===== src/hdl/pffl_pkg.sv =====
`default_nettype none
// ----------------------------------------------------------------------------
// pffl_pkg - page frame free list allocator package
// Shared types, field widths and codes for the allocator.
// ----------------------------------------------------------------------------
package pffl_pkg;

  localparam int ADDR_W  = 28;
  localparam int COUNT_W = 17;
  localparam int KIND_W  = 2;
  localparam int CLASS_W = 2;

  typedef enum logic [KIND_W-1:0] {
    KIND_INIT  = 2'd0,
    KIND_ALLOC = 2'd1,
    KIND_FREE  = 2'd2,
    KIND_NOP   = 2'd3
  } kind_t;

  typedef enum logic [CLASS_W-1:0] {
    CLASS_FREE = 2'd0,
    CLASS_USED = 2'd1,
    CLASS_RESV = 2'd2,
    CLASS_BAD  = 2'd3
  } page_class_t;

  typedef enum logic [1:0] {
    FS_FREE   = 2'd0,
    FS_USED   = 2'd1,
    FS_RESV   = 2'd2,
    FS_LISTED = 2'd3
  } frame_state_t;

  typedef enum logic [1:0] {
    ST_CLEAR,
    ST_IDLE,
    ST_EXEC
  } ctl_state_t;

  typedef struct packed {
    logic capture;
    logic commit;
    logic clear_step;
  } ctl_cmd_t;

  typedef struct packed {
    logic clear_last;
  } dp_status_t;

endpackage : pffl_pkg
`default_nettype wire


===== src/hdl/pffl_ctrl.sv =====
`default_nettype none
// ----------------------------------------------------------------------------
// pffl_ctrl - allocator controller
// Sequences the clearing pass, request capture and commit, and owns the
// result valid flag.
// ----------------------------------------------------------------------------
module pffl_ctrl import pffl_pkg::*; (
  input  logic       clk,
  input  logic       rst,
  input  logic       in_valid,
  output logic       in_ready,
  output logic       out_valid,
  input  logic       out_ready,
  output ctl_cmd_t   cmd,
  input  dp_status_t status
);

  ctl_state_t state, state_next;
  logic       out_valid_next;

  always_ff @(posedge clk) begin
    if (rst) begin
      state     <= ST_CLEAR;
      out_valid <= 1'b0;
    end else begin
      state     <= state_next;
      out_valid <= out_valid_next;
    end
  end

  always_comb begin
    state_next     = state;
    in_ready       = 1'b0;
    cmd            = '0;
    unique case (state)
      ST_CLEAR: begin
        cmd.clear_step = 1'b1;
        if (status.clear_last) state_next = ST_IDLE;
      end
      ST_IDLE: begin
        in_ready    = 1'b1;
        cmd.capture = in_valid;
        if (in_valid) state_next = ST_EXEC;
      end
      ST_EXEC: begin
        cmd.commit = !out_valid || out_ready;
        if (cmd.commit) state_next = ST_IDLE;
      end
      default: state_next = ST_CLEAR;
    endcase
    if (cmd.commit) begin
      out_valid_next = 1'b1;
    end else if (out_ready) begin
      out_valid_next = 1'b0;
    end else begin
      out_valid_next = out_valid;
    end
  end

endmodule : pffl_ctrl
`default_nettype wire


===== config.mk =====
export PLATFORM = sky130hd
export DESIGN_NAME = pffl_ctrl
export DESIGN_NICKNAME = d
export VERILOG_FILES = /design/src/hdl/pffl_pkg.sv /design/src/hdl/pffl_ctrl.sv
export SDC_FILE = /design/constraint.sdc
export NUM_CORES = 1
export LEC_CHECK = 0
export BUFFER_PORTS_ARGS = -buffer_cell sky130_fd_sc_hd__buf_2
export CAP_MARGIN = 40
export CORE_AREA = 2 2 39 41
export DETAILED_ROUTE_END_ITERATION = 7
export DIE_AREA = 0 0 41 43
export HOLD_SLACK_MARGIN = 0.08
export PLACE_DENSITY = 0.34
export SLEW_MARGIN = 20
export SYNTH_ARGS = -nofsm -noshare
export SYNTH_HDL_FRONTEND = slang
export SYNTH_SLANG_ARGS = --single-unit

===== constraint.sdc =====
create_clock -name clk -period 1.3 [get_ports clk]
set_input_delay 0.065 -clock clk [delete_from_list [all_inputs] [get_ports clk]]
set_output_delay 0.065 -clock clk [all_outputs]
set_load 0.05 [all_outputs]

==> run summary <==
source of the critical timing path: state[1]
Setup Buffers After CTS: 0
power density of the placed cells: 1461 nW/um2
leak pwr: 0.1144 nW
post-synthesis area per instance: 7.639 um2
floorplan die height: 43 um
number of global-route vias before repair: 142
Die Area: 1763 um2
fraction of layout cells with a size suffix above 1: 40.63%
sequential standard cell area: 60.06 um2
classification of the worst-slack hold path: input pin to flip-flop
post-cts sizing count: 0
Crit Reg-Reg Endpoint: state[0]
first-pass GRT wire length: 565 um
global-route usage over all layers: 6.018%
number of nets with antenna violations after detailed routing: 0
number of vias per cell after detailed routing: 3.583
First-pass DRT Iterations: 2
final hold violations: 0
clock transition at the registers of the reported paths: 0.04 ns
library cell with the largest summed area after synthesis: dfxtp_1
Reg2Reg Launch Point: state[1]
fmax: 0.8705 GHz
largest net degree at the start of global routing: 7
portion of the clock cycle consumed by the worst path in the final layout: 88.37%
number of buffers inserted by port buffering: 9
placed cell areas: 205.2 um2
CTS H-tree depth: 1
multi-input combinational cell area: 80.08 um2
R2R Setup Slk: 0.33 ns
count of unique library cells instantiated by Yosys: 10
RSZ-0062 raised after global routing: no
#FFs+latches synth: 3
max-cap viol count: 0
required time of the critical path: 1.24 ns
worst clock skew: 0.004267 ns
final antenna diode count: 0
HP Start: in_valid
capturing element type of the critical path: output port
detailed router's first-iteration violation count: 1
fin crit period: 1.149 ns
total CTS buffers: 3
Routability Congestion: 0.5978
actual slew at the worst max-slew pin: 0.2616 ns
starting density of the core: 10.49%
number of antenna violations at the first check in global routing: 0
Setup violations, final: 0
maximum fanout encountered on the critical timing path: 6
hold endpoint: state[1]
startpoint kind of the worst setup timing path: flip-flop
post-synthesis instance area: 145.1 um2
design internal power: 0.0002379 W
Pins Over Slew Limit: 0
Max rail drop VDD: 259.6 uV
worst endpoint data arrival time: 1.08 ns
Synthesis Warnings: 0
pre-CTS WS: 0.3324 ns
NetSw: 0.0001150 W
Post-layout nets: 38
power share of the clock group: 46.5%
detailed-route DRC error count: 0
fraction of power spent switching nets: 32.59%
vias post-DR: 172
clock tree from TritonCTS: done
outcome: finished clean
sinks on the clock net: 3
Congestion Overflow GR: 0
Worst R2R Path Depth: 3
number of instances in the synthesized netlist: 19
sequential cell area fraction in the yosys report: 41.38%
Seq pwr share: 29.7%
final total negative setup slack: 0 ns
startpoint-to-endpoint class of the critical path: flip-flop to output port
largest cells by area after synthesis: dfxtp_1, nor2_1, nor2b_1
Gate power share: 23.7%
Total Routed Length: 382 um
number of nets produced by synthesis: 24
top-level port count: 10
deepest clock path buffer count: 2
Final HPWL DP: 300.4 um
headroom to the max-slew limit: 82.53%
Hold Path Cell Cnt: 3
Wirelength per Cell: 7.958 um
layout filler cell count: 168
Area Growth Syn to Fin: 66.38%
overall die width: 41 um
clock insertion delay at the later pin of the skew report: 0.24 ns
top-area cell type share of the netlist area: 41.38%
post-route setup slack: 0.1512 ns
Rows: 14
Core Box Area: 1384 um2
post-route standard cell area excluding fillers: 241.5 um2
Clock Tree Root: clkbuf_4
final core area utilization: 17.45%
worst max-delay path, cell delays in order, from the launching register on:
cell	delay [ns]
dfxtp_1	0.41
nand2b_1	0.09
nor2_1	0.08
buf_2	0.26
power by group through the flow:
stage,registers [W],clock network (W),logic [W]
after CTS,0.000105,0.000176,0.0000845
after global placement,0.000106,0,0.0000814
after detailed placement,0.000106,0,0.0000821
after floorplan,0.000108,0,0.0000593
after global routing,0.000106,0.000189,0.0000892
final,0.000105,0.000164,0.0000838
cell usage after synthesis, drive strengths merged:
library cell / instances
dfxtp: 3
nor2b: 3
or3: 1
nor2: 6
nand2b: 1
o21ai: 1
a22oi: 1
buf: 1
o31ai: 1
nand2: 1
final cells by class:
type,count,share of cell area [%]
sequential,3,24.87
multi-input combinational,15,33.16
tap,16,8.290
timing repair buffer,10,22.80
clock buffer,4,10.88
cell families after synthesis:
family	Yosys count	synth area share, %
buffers and inverters	1	5.174
flip-flops	3	41.38
AO/OA/AOI/OAI	3	13.79
AND/OR/NAND/NOR	12	39.66
flip-flops by register name, indices dropped and copies added, names as in the netlist:
register   count
state          2
out_valid      1
metal layers:
metal | part of all wire, % | vias to the layer above | GRT usage, %
met5 | 0 | - | 0
met4 | 0 | 0 | 6.000
met3 | 14 | 0 | 7.853
met2 | 45 | 9 | 6.563
met1 | 41 | 74 | 4.808
li1 | - | 89 | -
metrics by stage:
step	hold slack [ns]	std cells	power (W)
final	0.1055	48	0.0003529
after global routing	0.1091	48	0.0003844
after CTS	0.09442	48	0.0003653
after detailed placement	0.2788	43	0.0001884
after global placement	0.2751	43	0.0001877
after floorplan	0.1374	19	0.0001674
cells in the final DEF (no fill, tap or decap), types with 2 or more instances in the layout:
| cell type | instances |
|---|---|
| dfxtp_1 | 3 |
| buf_2 | 9 |
| nor2b_1 | 2 |
| nor2_1 | 6 |
| clkbuf_4 | 3 |
how the worst max path moves through the flow:
stage               endpoint  slack [ns]  cells past startpoint
finish                cmd[1]        0.15                      3
global route          cmd[1]        0.03                      3
CTS                   cmd[1]        0.13                      3
detailed placement  state[0]        0.33                      3
global placement    state[0]        0.37                      3
floorplan             cmd[1]        0.11                      3
what timing repair did:
| item | CTS | global route |
|---|---|---|
| hold endpoints to repair | 3 | 0 |
| setup endpoints to repair | 0 | 0 |
| hold buffers | 1 | 0 |
Power figures use the tool's default switching activity.
